## src/rtl/arpc_pkg.sv

```systemverilog
// Shared types, codes and reset constants of the address cache table.
`default_nettype none

package arpc_pkg;

    localparam int ARPC_TABLE_ENTRIES = 16;

    // Configuration port geometry: three registers at byte addresses 0, 4 and 8.
    localparam int PADDR_W = 4;
    localparam int PDATA_W = 32;

    localparam logic [1:0] CFG_EXPIRE_AGE   = 2'd0;
    localparam logic [1:0] CFG_PROBE_WINDOW = 2'd1;
    localparam logic [1:0] CFG_PROBE_AGE    = 2'd2;

    localparam logic [15:0] EXPIRE_AGE_RST   = 16'd300;
    localparam logic [7:0]  PROBE_WINDOW_RST = 8'd5;
    localparam logic [15:0] PROBE_AGE_RST    = 16'd20;

    localparam logic [1:0] REQ_LEARN  = 2'd0;
    localparam logic [1:0] REQ_LOOKUP = 2'd1;
    localparam logic [1:0] REQ_TICK   = 2'd2;
    localparam logic [1:0] REQ_NONE   = 2'd3;

    localparam logic [2:0] STAT_REFRESHED = 3'd0;
    localparam logic [2:0] STAT_INSERTED  = 3'd1;
    localparam logic [2:0] STAT_FULL      = 3'd2;
    localparam logic [2:0] STAT_HIT       = 3'd3;
    localparam logic [2:0] STAT_MISS      = 3'd4;
    localparam logic [2:0] STAT_PROBE     = 3'd5;
    localparam logic [2:0] STAT_EXPIRED   = 3'd6;
    localparam logic [2:0] STAT_TICK_DONE = 3'd7;

    typedef struct packed {
        logic [1:0]  req_type;
        logic [31:0] ip_key;
        logic [47:0] mac_value;
        logic [1:0]  iface_id;
    } arpc_in_t;

    typedef struct packed {
        logic [2:0]  status;
        logic [31:0] ip_out;
        logic [47:0] mac_out;
        logic [1:0]  iface_out;
        logic        last;
    } arpc_out_t;

    typedef struct packed {
        logic [31:0] ip;
        logic [47:0] mac;
        logic [1:0]  iface;
    } arpc_entry_t;

    typedef struct packed {
        logic [15:0] expire_age;
        logic [7:0]  probe_recent_window;
        logic [15:0] probe_age;
    } arpc_cfg_t;

    typedef enum logic [1:0] {
        S_IDLE,
        S_SCAN,
        S_FINISH
    } arpc_state_t;

endpackage

`default_nettype wire

```

## src/rtl/arpc_ram.sv

```systemverilog
// Generic single-write, single-read RAM with registered read data.
`default_nettype none

module arpc_ram #(
    parameter int WIDTH = 8,
    parameter int DEPTH = 16,
    localparam int AW = (DEPTH > 1) ? $clog2(DEPTH) : 1
) (
    input  wire logic             aclk,
    input  wire logic             wr_en,
    input  wire logic [AW-1:0]    wr_addr,
    input  wire logic [WIDTH-1:0] wr_data,
    input  wire logic [AW-1:0]    rd_addr,
    output logic      [WIDTH-1:0] rd_data
);

    logic [WIDTH-1:0] mem_reg [DEPTH];
    logic [WIDTH-1:0] rd_data_reg;

    always_ff @(posedge aclk) begin
        if (wr_en) begin
            mem_reg[wr_addr] <= wr_data;
        end
        rd_data_reg <= mem_reg[rd_addr];
    end

    assign rd_data = rd_data_reg;

endmodule

`default_nettype wire

```

## src/rtl/arpc_cfg.sv

```systemverilog
// APB-style configuration registers for the aging thresholds.
`default_nettype none

module arpc_cfg
    import arpc_pkg::*;
(
    input  wire logic               aclk,
    input  wire logic               aresetn,
    input  wire logic               psel,
    input  wire logic               penable,
    input  wire logic               pwrite,
    input  wire logic [PADDR_W-1:0] paddr,
    input  wire logic [PDATA_W-1:0] pwdata,
    output logic      [PDATA_W-1:0] prdata,
    output arpc_cfg_t               cfg
);

    arpc_cfg_t  cfg_reg;
    arpc_cfg_t  cfg_next;
    logic [1:0] reg_index;
    logic       wr_strobe;

    assign reg_index = paddr[PADDR_W-1:2];
    assign wr_strobe = psel && penable && pwrite;

    always_comb begin
        cfg_next = cfg_reg;
        if (wr_strobe) begin
            unique case (reg_index)
                CFG_EXPIRE_AGE:   cfg_next.expire_age          = pwdata[15:0];
                CFG_PROBE_WINDOW: cfg_next.probe_recent_window = pwdata[7:0];
                CFG_PROBE_AGE:    cfg_next.probe_age           = pwdata[15:0];
                default:          cfg_next = cfg_reg;
            endcase
        end
    end

    always_ff @(posedge aclk) begin
        if (!aresetn) begin
            cfg_reg.expire_age          <= EXPIRE_AGE_RST;
            cfg_reg.probe_recent_window <= PROBE_WINDOW_RST;
            cfg_reg.probe_age           <= PROBE_AGE_RST;
        end else begin
            cfg_reg <= cfg_next;
        end
    end

    always_comb begin
        unique case (reg_index)
            CFG_EXPIRE_AGE:   prdata = {16'd0, cfg_reg.expire_age};
            CFG_PROBE_WINDOW: prdata = {24'd0, cfg_reg.probe_recent_window};
            CFG_PROBE_AGE:    prdata = {16'd0, cfg_reg.probe_age};
            default:          prdata = '0;
        endcase
    end

    assign cfg = cfg_reg;

endmodule

`default_nettype wire

```

## src/rtl/arp_cache_table_unit.sv

```systemverilog
// Address cache: a scan sequencer over entry RAMs, one slot per cycle while not stalled.
// An item is accepted in the idle state, then the slots are read in order, one per cycle,
// and a closing state gives the final beat.
// A learn or lookup that matches ends at the matching slot. A held result register stalls.
// Reset clears the valid bits, the tick counter and the output valid flag, and loads the
// thresholds with 300, 5 and 20. Entry RAMs are not cleared; no clearing pass is needed.
`default_nettype none

module arp_cache_table_unit
    import arpc_pkg::*;
#(
    parameter int TABLE_ENTRIES = ARPC_TABLE_ENTRIES
) (
    input  wire logic               aclk,
    input  wire logic               aresetn,
    input  wire logic               s_valid,
    output logic                    s_ready,
    input  wire arpc_in_t           s_data,
    output logic                    m_valid,
    input  wire logic               m_ready,
    output arpc_out_t               m_data,
    input  wire logic               psel,
    input  wire logic               penable,
    input  wire logic               pwrite,
    input  wire logic [PADDR_W-1:0] paddr,
    input  wire logic [PDATA_W-1:0] pwdata,
    output logic      [PDATA_W-1:0] prdata,
    output logic                    pready
);

    localparam int IDX_W = (TABLE_ENTRIES > 1) ? $clog2(TABLE_ENTRIES) : 1;
    localparam logic [IDX_W-1:0] LAST_IDX = IDX_W'(TABLE_ENTRIES - 1);

    arpc_cfg_t    cfg;
    arpc_state_t  state_reg, state_next;
    arpc_in_t     req_reg, req_next;
    logic [IDX_W-1:0]         idx_reg, idx_next;
    logic [IDX_W-1:0]         free_idx_reg, free_idx_next;
    logic                     free_found_reg, free_found_next;
    logic [TABLE_ENTRIES-1:0] valid_reg, valid_next;
    logic [31:0]              now_reg, now_next;
    logic                     m_valid_reg, m_valid_next;
    arpc_out_t                m_data_reg, m_data_next;

    logic         emit;
    arpc_out_t    out_beat;
    logic         can_emit;
    logic         stall;
    logic         done_early;

    logic [IDX_W-1:0] rd_addr;
    logic [IDX_W-1:0] wr_addr;
    logic             data_we, learn_we, use_we;
    arpc_entry_t      data_wr, data_rd;
    logic [31:0]      learn_rd, use_rd;

    logic        cur_valid;
    logic        match;
    logic [31:0] used_age, learned_age;
    logic        probe_hit, expire_hit;

    arpc_cfg u_cfg (
        .aclk    (aclk),
        .aresetn (aresetn),
        .psel    (psel),
        .penable (penable),
        .pwrite  (pwrite),
        .paddr   (paddr),
        .pwdata  (pwdata),
        .prdata  (prdata),
        .cfg     (cfg)
    );

    assign pready = 1'b1;

    arpc_ram #(.WIDTH($bits(arpc_entry_t)), .DEPTH(TABLE_ENTRIES)) u_data_ram (
        .aclk    (aclk),
        .wr_en   (data_we),
        .wr_addr (wr_addr),
        .wr_data (data_wr),
        .rd_addr (rd_addr),
        .rd_data (data_rd)
    );

    arpc_ram #(.WIDTH(32), .DEPTH(TABLE_ENTRIES)) u_learn_ram (
        .aclk    (aclk),
        .wr_en   (learn_we),
        .wr_addr (wr_addr),
        .wr_data (now_reg),
        .rd_addr (rd_addr),
        .rd_data (learn_rd)
    );

    arpc_ram #(.WIDTH(32), .DEPTH(TABLE_ENTRIES)) u_use_ram (
        .aclk    (aclk),
        .wr_en   (use_we),
        .wr_addr (wr_addr),
        .wr_data (now_reg),
        .rd_addr (rd_addr),
        .rd_data (use_rd)
    );

    // Slot evaluation on the data read for idx_reg; ages wrap modulo 2^32.
    assign cur_valid   = valid_reg[idx_reg];
    assign match       = cur_valid && (data_rd.ip == req_reg.ip_key);
    assign used_age    = now_reg - use_rd;
    assign learned_age = now_reg - learn_rd;
    assign probe_hit   = cur_valid && (used_age < {24'd0, cfg.probe_recent_window})
                         && (learned_age > {16'd0, cfg.probe_age});
    assign expire_hit  = cur_valid && !probe_hit && (learned_age > {16'd0, cfg.expire_age});

    assign can_emit = !m_valid_reg || m_ready;

    always_comb begin
        state_next      = state_reg;
        req_next        = req_reg;
        idx_next        = idx_reg;
        free_idx_next   = free_idx_reg;
        free_found_next = free_found_reg;
        valid_next      = valid_reg;
        now_next        = now_reg;
        emit            = 1'b0;
        out_beat        = '0;
        stall           = 1'b0;
        done_early      = 1'b0;
        s_ready         = 1'b0;
        rd_addr         = '0;
        wr_addr         = idx_reg;
        data_we         = 1'b0;
        learn_we        = 1'b0;
        use_we          = 1'b0;
        data_wr.ip      = req_reg.ip_key;
        data_wr.mac     = req_reg.mac_value;
        data_wr.iface   = req_reg.iface_id;

        unique case (state_reg)
            S_IDLE: begin
                s_ready = 1'b1;
                if (s_valid) begin
                    req_next        = s_data;
                    idx_next        = '0;
                    free_found_next = 1'b0;
                    if (s_data.req_type == REQ_TICK) begin
                        now_next = now_reg + 32'd1;
                    end
                    if (s_data.req_type != REQ_NONE) begin
                        state_next = S_SCAN;
                    end
                end
            end

            S_SCAN: begin
                if (req_reg.req_type == REQ_TICK) begin
                    if (probe_hit || expire_hit) begin
                        if (can_emit) begin
                            emit               = 1'b1;
                            out_beat.status    = probe_hit ? STAT_PROBE : STAT_EXPIRED;
                            out_beat.ip_out    = data_rd.ip;
                            out_beat.mac_out   = data_rd.mac;
                            out_beat.iface_out = data_rd.iface;
                            out_beat.last      = 1'b0;
                            if (expire_hit) begin
                                valid_next[idx_reg] = 1'b0;
                            end
                        end else begin
                            stall = 1'b1;
                        end
                    end
                end else if (match) begin
                    if (can_emit) begin
                        emit               = 1'b1;
                        done_early         = 1'b1;
                        state_next         = S_IDLE;
                        out_beat.ip_out    = data_rd.ip;
                        out_beat.mac_out   = data_rd.mac;
                        out_beat.iface_out = data_rd.iface;
                        out_beat.last      = 1'b1;
                        if (req_reg.req_type == REQ_LEARN) begin
                            out_beat.status = STAT_REFRESHED;
                            learn_we        = 1'b1;
                        end else begin
                            out_beat.status = STAT_HIT;
                            use_we          = 1'b1;
                        end
                    end else begin
                        stall = 1'b1;
                    end
                end else if (!cur_valid && !free_found_reg) begin
                    free_found_next = 1'b1;
                    free_idx_next   = idx_reg;
                end

                if (!stall && !done_early) begin
                    if (idx_reg == LAST_IDX) begin
                        state_next = S_FINISH;
                    end else begin
                        idx_next = idx_reg + IDX_W'(1);
                    end
                end
                // A stalled slot is read again so its data stays on the RAM output.
                rd_addr = stall ? idx_reg : idx_reg + IDX_W'(1);
            end

            S_FINISH: begin
                if (can_emit) begin
                    emit          = 1'b1;
                    state_next    = S_IDLE;
                    out_beat.last = 1'b1;
                    unique case (req_reg.req_type)
                        REQ_LEARN: begin
                            out_beat.ip_out    = req_reg.ip_key;
                            out_beat.mac_out   = req_reg.mac_value;
                            out_beat.iface_out = req_reg.iface_id;
                            if (free_found_reg) begin
                                out_beat.status          = STAT_INSERTED;
                                wr_addr                  = free_idx_reg;
                                data_we                  = 1'b1;
                                learn_we                 = 1'b1;
                                use_we                   = 1'b1;
                                valid_next[free_idx_reg] = 1'b1;
                            end else begin
                                out_beat.status = STAT_FULL;
                            end
                        end
                        REQ_LOOKUP: begin
                            out_beat.status = STAT_MISS;
                            out_beat.ip_out = req_reg.ip_key;
                        end
                        REQ_TICK: begin
                            out_beat.status = STAT_TICK_DONE;
                        end
                        default: begin
                            emit = 1'b0;
                        end
                    endcase
                end
            end

            default: begin
                state_next = S_IDLE;
            end
        endcase

        if (emit) begin
            m_valid_next = 1'b1;
            m_data_next  = out_beat;
        end else begin
            m_valid_next = m_valid_reg && !m_ready;
            m_data_next  = m_data_reg;
        end
    end

    always_ff @(posedge aclk) begin
        if (!aresetn) begin
            state_reg      <= S_IDLE;
            valid_reg      <= '0;
            now_reg        <= '0;
            m_valid_reg    <= 1'b0;
            free_found_reg <= 1'b0;
            idx_reg        <= '0;
        end else begin
            state_reg      <= state_next;
            valid_reg      <= valid_next;
            now_reg        <= now_next;
            m_valid_reg    <= m_valid_next;
            free_found_reg <= free_found_next;
            idx_reg        <= idx_next;
        end
    end

    always_ff @(posedge aclk) begin
        req_reg      <= req_next;
        free_idx_reg <= free_idx_next;
        m_data_reg   <= m_data_next;
    end

    assign m_valid = m_valid_reg;
    assign m_data  = m_data_reg;

    // An accepted tick advances the counter by exactly one.
    a_tick_advance: assert property (@(posedge aclk) disable iff (!aresetn)
        (s_valid && s_ready && s_data.req_type == REQ_TICK)
        |=> (now_reg == $past(now_reg) + 32'd1))
        else $error("tick counter did not advance on an accepted tick");

    // Results come only from the scan and the closing cycle.
    a_no_emit_idle: assert property (@(posedge aclk) disable iff (!aresetn)
        (state_reg == S_IDLE) |-> !emit)
        else $error("result produced while idle");

    // An insert lands in a free slot and makes it valid.
    a_insert_slot: assert property (@(posedge aclk) disable iff (!aresetn)
        (emit && out_beat.status == STAT_INSERTED)
        |-> !valid_reg[free_idx_reg] ##1 valid_reg[$past(free_idx_reg)])
        else $error("insert did not claim a free slot");

endmodule

`default_nettype wire

```

## config.mk

```make
export PLATFORM = sky130hd
export DESIGN_NAME = arp_cache_table_unit
export DESIGN_NICKNAME = d
export VERILOG_FILES = /design/src/rtl/arpc_pkg.sv /design/src/rtl/arpc_ram.sv /design/src/rtl/arpc_cfg.sv /design/src/rtl/arp_cache_table_unit.sv
export SDC_FILE = /design/constraint.sdc
export NUM_CORES = 2
export LEC_CHECK = 0
export BUFFER_PORTS_ARGS = -buffer_cell sky130_fd_sc_hd__buf_2
export CORE_MARGIN = 1.5
export CORE_UTILIZATION = 28
export CTS_CLUSTER_DIAMETER = 150
export DETAILED_ROUTE_END_ITERATION = 7
export HOLD_SLACK_MARGIN = 0.12
export PLACE_DENSITY_LB_ADDON = 0.15
export SYNTH_ARGS = -nofsm -noshare
export SYNTH_HDL_FRONTEND = slang
export SYNTH_SLANG_ARGS = --single-unit
```

## constraint.sdc

```tcl
create_clock -name aclk -period 10.75 [get_ports aclk]
set_input_delay 1.075 -clock aclk [delete_from_list [all_inputs] [get_ports aclk]]
set_output_delay 1.075 -clock aclk [all_outputs]
set_load 0.01 [all_outputs]
```

### Word level (Yosys, flattened, before mapping)

Memories as Yosys holds them, arrays and structs flattened. A register that Yosys moved wholly into a read port is not among the register bits.
Cells that the tools add are included.

* add/sub/neg operators: 4
* $lt $le $gt $ge: 7
* eq/ne operators: 24
* multiplexer cells: 87
* bitwise gates (word level): 5
* reduce and logical (&&, ||, !) cells: 38

Operator list (number)
* $mux W86: 4
* $pmux W86 S2: 1
* $mux W85: 2
* $mux W16: 7
* $gt A32 B16 Y1: 2
* $sub A32 B32 Y32: 2
* $mux W50: 1
* $pmux W16 S3: 1
* $mux W1: 40
* $mux W4: 9
* $add A32 B1 Y32 const B: 1
* $eq A32 B32 Y1: 1
* $lt A32 B8 Y1: 1
* $mux W32: 1
* $pmux W16 S2: 1
* $ne A2 B2 Y1 const B: 15
* $mux W2: 10
* $and A16 B16 Y16: 1
* $not A16 Y16: 1
* $or A16 B16 Y16: 1
* $logic_and A1 B1 Y1: 12
* $lt A4 B5 Y1 const B: 2
* $reduce_and A2 Y1: 5
* $pmux W3 S3: 1
* 21 further kinds: 43

* register bits: 270
* bits in writable memories: 2336
* input port bits: 127
* output and inout bits: 121
* word-level logic and storage cells: 187
* memories kept: 3

Memories
* u_data_ram.mem_reg: depth 16, width 82, read ports 1, clocked after memory_dff 1, wr ports 1, RTL line arpc_ram.sv:17 `logic [WIDTH-1:0] mem_reg [DEPTH];`
* u_learn_ram.mem_reg: depth 16, width 32, read ports 1, clocked after memory_dff 1, wr ports 1, RTL line arpc_ram.sv:17
* u_use_ram.mem_reg: depth 16, width 32, read ports 1, clocked after memory_dff 1, wr ports 1, RTL line arpc_ram.sv:17

### Logic depth before layout (Yosys ltp)

* depth after elaboration: 15
* mapped depth: 26
* gate-level depth less buffers: 23

### By module

Synthesis repeated with hierarchy kept, for this count alone.

* cells, all modules: 5610
* area, all modules: 107739.6 um^2

By module, submodules not included
* arpc_ram at u_data_ram: instances 1, cells each 2103, area an instance 50683.6 um^2, sequential area each 41039.4 um^2
* arpc_ram at u_learn_ram ...: instances 2, cells each 838, area an instance 19835.3 um^2, sequential area each 16015.4 um^2
* arp_cache_table_unit: instances 1, cells each 1611, area an instance 15388.5 um^2, sequential area each 6346.1 um^2
* arpc_cfg: instances 1, cells each 220, area an instance 1996.9 um^2, sequential area each 800.8 um^2

### Worst setup path after synthesis

OpenSTA, ideal clock, no wires.

* path kind: register to register
* start: reg now_reg[0]
* end: reg m_data_reg (netlist bit m_data[0]) (enable)
* setup time: 0.541 ns
* data arrival time: 8.707 ns
* required time: 10.209 ns
* path slack: 1.502 ns
* stages on the path, launching flop included: 23
* path buffers: 2
* clock period less this slack: 9.248 ns
* cell sequence: dfxtp_1 > inv_1 > ha_1 > fa_1 > nand2b_1 > a21oi_1 > nor2_1 > o21a_1 > o21ai_0 > xor2_1 > ha_1 > nand4_1 > or2_2 > a211oi_1 > a211oi_1 > and4b_1 > nor3_1 > o21ai_0 > a21oi_1 > clkbuf_1 > clkbuf_1 > a21oi_1 > nor2b_1

* longest elaborated chain between the ends: 11
* elaborated cells between the ends (all ways): 14
* those cells by class: add/sub (2); order compare (3); mux (3); reduce/logical (6)

Ends and longest elaborated chain
* start, declared: RTL line arp_cache_table_unit.sv:41 `logic [31:0] now_reg, now_next;`
* start signal, assigned: RTL line arp_cache_table_unit.sv:264 `now_reg <= now_next;`
* $sub A32 B32 Y32: RTL line arp_cache_table_unit.sv:106 `assign used_age = now_reg - use_rd;`
* $lt A32 B8 Y1: RTL line arp_cache_table_unit.sv:108 `assign probe_hit = cur_valid && (used_age < {24'd0, cfg.probe_recent_window})`
* $logic_and A1 B1 Y1: RTL line arp_cache_table_unit.sv:108
* $logic_and A1 B1 Y1: RTL line arp_cache_table_unit.sv:109 `&& (learned_age > {16'd0, cfg.probe_age});`
* $logic_not A1 Y1: RTL line arp_cache_table_unit.sv:110 `assign expire_hit = cur_valid && !probe_hit && (learned_age > {16'd0, cfg.expire_age});`
* $logic_and A1 B1 Y1 (2 in a row): RTL line arp_cache_table_unit.sv:110
* $logic_or A1 B1 Y1 (*): RTL line arp_cache_table_unit.sv:154 `if (probe_hit || expire_hit) begin`
* $mux W1 (*): RTL line arp_cache_table_unit.sv:154
* $mux W1 (*): RTL line arp_cache_table_unit.sv:153 `if (req_reg.req_type == REQ_TICK) begin`
* $pmux W1 S2 (*): RTL line arp_cache_table_unit.sv:136 `unique case (state_reg)`
* net emit: RTL line arp_cache_table_unit.sv:45 `logic emit;`
* end signal, assigned: RTL line arp_cache_table_unit.sv:274 `m_data_reg <= m_data_next;`
* end, declared: RTL line arp_cache_table_unit.sv:43 `arpc_out_t m_data_reg, m_data_next;`

The timed path passes the listed nets; every way through them passes the cells marked *.
A chain may end at the register's enable or synchronous reset.

### Worst setup path after layout

* start: reg now_reg[0]
* end: reg u_data_ram.rd_data_reg[22] (netlist: u_data_ram.rd_data[22]) (read register of u_data_ram.mem_reg)

* longest elaborated chain between the ends: 13
* elaborated cells between the ends (all ways): 16
* those cells by class: add/sub (2); order compare (3); mux (5); reduce/logical (6)

Ends and longest elaborated chain
* $sub A32 B32 Y32: RTL line arp_cache_table_unit.sv:106
* $lt A32 B8 Y1: RTL line arp_cache_table_unit.sv:108
* $logic_and A1 B1 Y1: RTL line arp_cache_table_unit.sv:108
* $logic_and A1 B1 Y1: RTL line arp_cache_table_unit.sv:109
* $logic_not A1 Y1: RTL line arp_cache_table_unit.sv:110
* $logic_and A1 B1 Y1 (2 in a row): RTL line arp_cache_table_unit.sv:110
* $logic_or A1 B1 Y1 (*): RTL line arp_cache_table_unit.sv:154
* $mux W1 (*): RTL line arp_cache_table_unit.sv:154
* $mux W1 (*): RTL line arp_cache_table_unit.sv:153
* $mux W1 (*): RTL line arp_cache_table_unit.sv:136
* $mux W4 (*): RTL line arp_cache_table_unit.sv:201 `rd_addr = stall ? idx_reg : idx_reg + IDX_W'(1);`
* $mux W4 (*): RTL line arp_cache_table_unit.sv:136
* end, declared: RTL line arpc_ram.sv:18 `logic [WIDTH-1:0] rd_data_reg;`

Mark *: on every way between the ends. The rest lies on a longest branch, timed or not. The select of a mux whose other input is x is not followed.

==> flow_metrics.env <==
export IMPL_final_hold_viol_count=0
export IMPL_cp_slowest_cell="sky130_fd_sc_hd__a211oi_1"
export IMPL_antenna_violations_before_repair=9
export IMPL_synth_enable_flop_cells=2510
export IMPL_required_ps=11560
export IMPL_worst_setup_path_end_kind="flip-flop"
export IMPL_critPathLaunchType="flip-flop"
export IMPL_gpl_final_weighted_congestion=0.830
export IMPL_grt_util_overall_pct=17.1
export IMPL_post_synth_main_area_contributors="sky130_fd_sc_hd__edfxtp_1, sky130_fd_sc_hd__dfxtp_1, sky130_fd_sc_hd__mux2_2"
export IMPL_reg2reg_depth=23
export IMPL_count_of_tritonroute_iterations_in_the_first_routing_pass=5
export IMPL_ioPinCount=248
export IMPL_cts_tree="built"
export IMPL_timing_final_setup_violations=0
export IMPL_run_status="finished, final reports clean"
export IMPL_grt_pass1_wl_mm=494
export IMPL_crit_cells=23
export IMPL_finalWorstPathRequiredPeriod_ps=8660
export IMPL_dieWidth_um=631
export IMPL_area_sequential_um2=80200
export IMPL_tritoncts_num_buffers=315
export IMPL_post_route_cells_drive_above_1_share_pct=15.8
export IMPL_type_of_the_worst_setup_path="flip-flop to flip-flop"
export IMPL_htree_levels=5
export IMPL_layout_cells_most_common_list="sky130_fd_sc_hd__edfxtp_1, sky130_fd_sc_hd__nand2_1, sky130_fd_sc_hd__mux2i_1"
export IMPL_measured_slew_at_the_worst_slew_check_pin_ps=1330
export IMPL_dpl_hpwl_mm=174
export IMPL_clock_skew_final_ps=86.2
export IMPL_largest_register_ff_count=1312
export IMPL_crit_path_max_fanout=52
export IMPL_drc_errors=0
export IMPL_pins_over_slew_limit=0
export IMPL_filler_cell_count=38100
export IMPL_drt_antenna_violating_nets=0
export IMPL_postCtsResizedCells=0
export IMPL_synthDominantCellAreaShare_pct=68.3
export IMPL_ys_flop_type="sky130_fd_sc_hd__edfxtp_1"
export IMPL_cts_sinks=2752
export IMPL_clock_latency_ps=950
export IMPL_nets=7729
export IMPL_floorplan_die_height_um=631
export IMPL_p_leak_nw=45.2
export IMPL_area_overhead_of_the_layout_relative_to_synthesis_pct=16.4
export IMPL_final_min_period_over_clock_period_pct=80.5
export IMPL_most_common_cell_after_layout_fill_and_taps_aside="sky130_fd_sc_hd__edfxtp_1"
export IMPL_avgSynthCellArea_um2=15.2
export IMPL_fmax_mhz=116
export IMPL_overflow_left_after_global_routing=0
export IMPL_vias=65300
export IMPL_number_of_max_cap_violations=0
export IMPL_ys_seq_elements=2752
export IMPL_path_buf_inv=3
export IMPL_max_clock_path_buffers=4
export IMPL_multiInputGateArea_um2=28000
export IMPL_postSynthCellCount=7258
export IMPL_holdBufCountCts=0
export IMPL_first_iter_violations=5237
export IMPL_route_final_wire_length_mm=350
export IMPL_worstHoldPathCells=1
export IMPL_cell_family_with_the_largest_share_of_critical_path_delay="simple AND/OR/NAND/NOR gates"
export IMPL_fin_hold_ws_ps=300
export IMPL_grt_max_degree=147
export IMPL_numPortBuffers=212
export IMPL_cts_root_buf="sky130_fd_sc_hd__clkbuf_16"
export IMPL_avgRoutedWirePerCell_um=27.0
export IMPL_hold_removal_path_class="input port to flip-flop"
export IMPL_vias_per_cell=5.04
export IMPL_initial_utilization_pct=28.1
export IMPL_vdd_drop_max_mv=0.136
export IMPL_rows=230
export IMPL_ys_seq_area_share_pct=72.7
export IMPL_synthesis_yosys_warnings=0
export IMPL_clkSlewWorstSetupHoldPaths_ps=60
export IMPL_power_density_nw_per_um2=179
export IMPL_synth_async_reset_ratio_pct=0
export IMPL_post_cts_buffers=0
export IMPL_yosysTopAreaCell="sky130_fd_sc_hd__edfxtp_1"
export IMPL_postLayoutCoreUtil_pct=32.7
export IMPL_grt_pass1_vias=66100
export IMPL_synth_cell_types=80
export IMPL_cp_arrival_ps=9470
export IMPL_rsz0062_at_grt="no"
export IMPL_slowest_delay_ps=1070
export IMPL_dieArea_um2=398000
export IMPL_core_area_um2=392000
export IMPL_worst_slew_margin_rel_pct=10.6
export IMPL_cp_common_cell="sky130_fd_sc_hd__nor2_1"
export IMPL_post_synth_instance_area_um2=110000
export IMPL_fin_setup_tns_ps=0
export IMPL_timing_critical_path_cells="inv_1 > ha_1 > fa_1 > nand2b_1 > a21oi_1 > nor2_1 > o21a_1 > nor2_1 > nor2_1 > xnor2_1 > ha_1 > nand4_1 > or2_2 > a211oi_1 > a211oi_1 > and4b_1 > or4b_4 > nand3_2 > mux2i_4 > buf_4 > buf_4 > a311oi_1 > or4_1"
==> final timing paths <==
check                           startpoint                  endpoint  slack (ps)
worst max register to register  now_reg[0]    u_data_ram.rd_data[22]        2090
worst min-delay path            s_data[15]               data_wr[15]         300
worst min register to register  now_reg[0]  u_use_ram.mem_reg[12][0]         460
worst max-delay path            now_reg[0]    u_data_ram.rd_data[22]        2090
==> kinds of logic (layout without fill, tap and decap cells) <==
kind of cell | after synthesis | count (layout) | share of synthesized area (%)
muxes | 624 | 624 | 6.06
xor gates and xnor gates | 104 | 104 | 0.832
other | 2 | 22 | 0.00681
buffers and inverters | 623 | 1099 | 2.49
DFF | 2752 | 2752 | 72.7
and+or+nand+nor | 1677 | 1677 | 7.45
AOI/OAI and AO/OA | 1360 | 1360 | 9.14
adders and majority gates | 116 | 116 | 1.33
==> report_power, final <==
| part | internal [W] | switching [W] |
|---|---|---|
| sequential | 0.0117 | 0.0000988 |
| clock | 0.00622 | 0.00439 |
| combinational | 0.000206 | 0.000420 |
==> final cells by class <==
| type | count | share of cell area, % |
|---|---|---|
| antenna | 5 | 0.00974 |
| clock buffer | 436 | 6.81 |
| clock inverter | 144 | 1.15 |
| inverter | 132 | 0.391 |
| multi-input combinational | 3898 | 21.8 |
| sequential | 2752 | 62.4 |
| tap | 5220 | 5.08 |
| timing repair buffer | 387 | 2.33 |
==> synthesized netlist by cell type (all sizes together) (15+ instances only) <==
| cell | count |
|---|---|
| a22oi | 54 |
| a32oi | 32 |
| nor3 | 31 |
| nand3 | 40 |
| edfxtp | 2510 |
| and3 | 307 |
| a211oi | 305 |
| inv | 130 |
| a22o | 147 |
| nor2 | 224 |
| a311oi | 298 |
| xor2 | 55 |
| mux2 | 295 |
| nand2 | 749 |
| o21ai | 85 |
| a21oi | 151 |
| mux2i | 324 |
| nor2b | 46 |
| or4 | 150 |
| nand2b | 24 |
| clkbuf | 360 |
| nand4 | 45 |
| o211ai | 15 |
| a21o | 18 |
| dfxtp | 242 |
| o22ai | 152 |
| buf | 131 |
| xnor2 | 49 |
| ha | 114 |
| o21a | 27 |
==> worst reg2reg max path, delay by kind of cell, from the launching register on <==
family	cells	cell delay (ps)
and+or+nand+nor	10	2890
AOI/OAI and AO/OA	5	2190
buffers and inverters	3	1030
adders and majority gates	3	920
muxes	1	700
xor gates and xnor gates	1	490
DFF	1	340
==> metal layers <==
metal  track usage (%)  vias to the layer above  wire [um]  share of wire (%)
li1                  -                    29000          -                  -
met1              23.3                    34200     157000                 45
met2              29.0                     1721     169000                 48
met3              1.98                      490      15500                4.4
met4              4.35                        6       8510                2.4
met5                 0                        -         36              0.010
==> through the flow <==
| step | cells | power [W] | area [um^2] | worst slack (ps) |
|---|---|---|---|---|
| after floorplan | 7273 | 0.0123 | 110000 | 1500 |
| after global placement | 12400 | 0.0126 | 118000 | 2350 |
| after detailed placement | 12400 | 0.0126 | 118000 | 2260 |
| after CTS | 13000 | 0.0233 | 128000 | 2300 |
| after global routing | 13000 | 0.0237 | 128000 | 1840 |
| final | 13000 | 0.0230 | 128000 | 2090 |
Power figures use the tool's default switching activity.
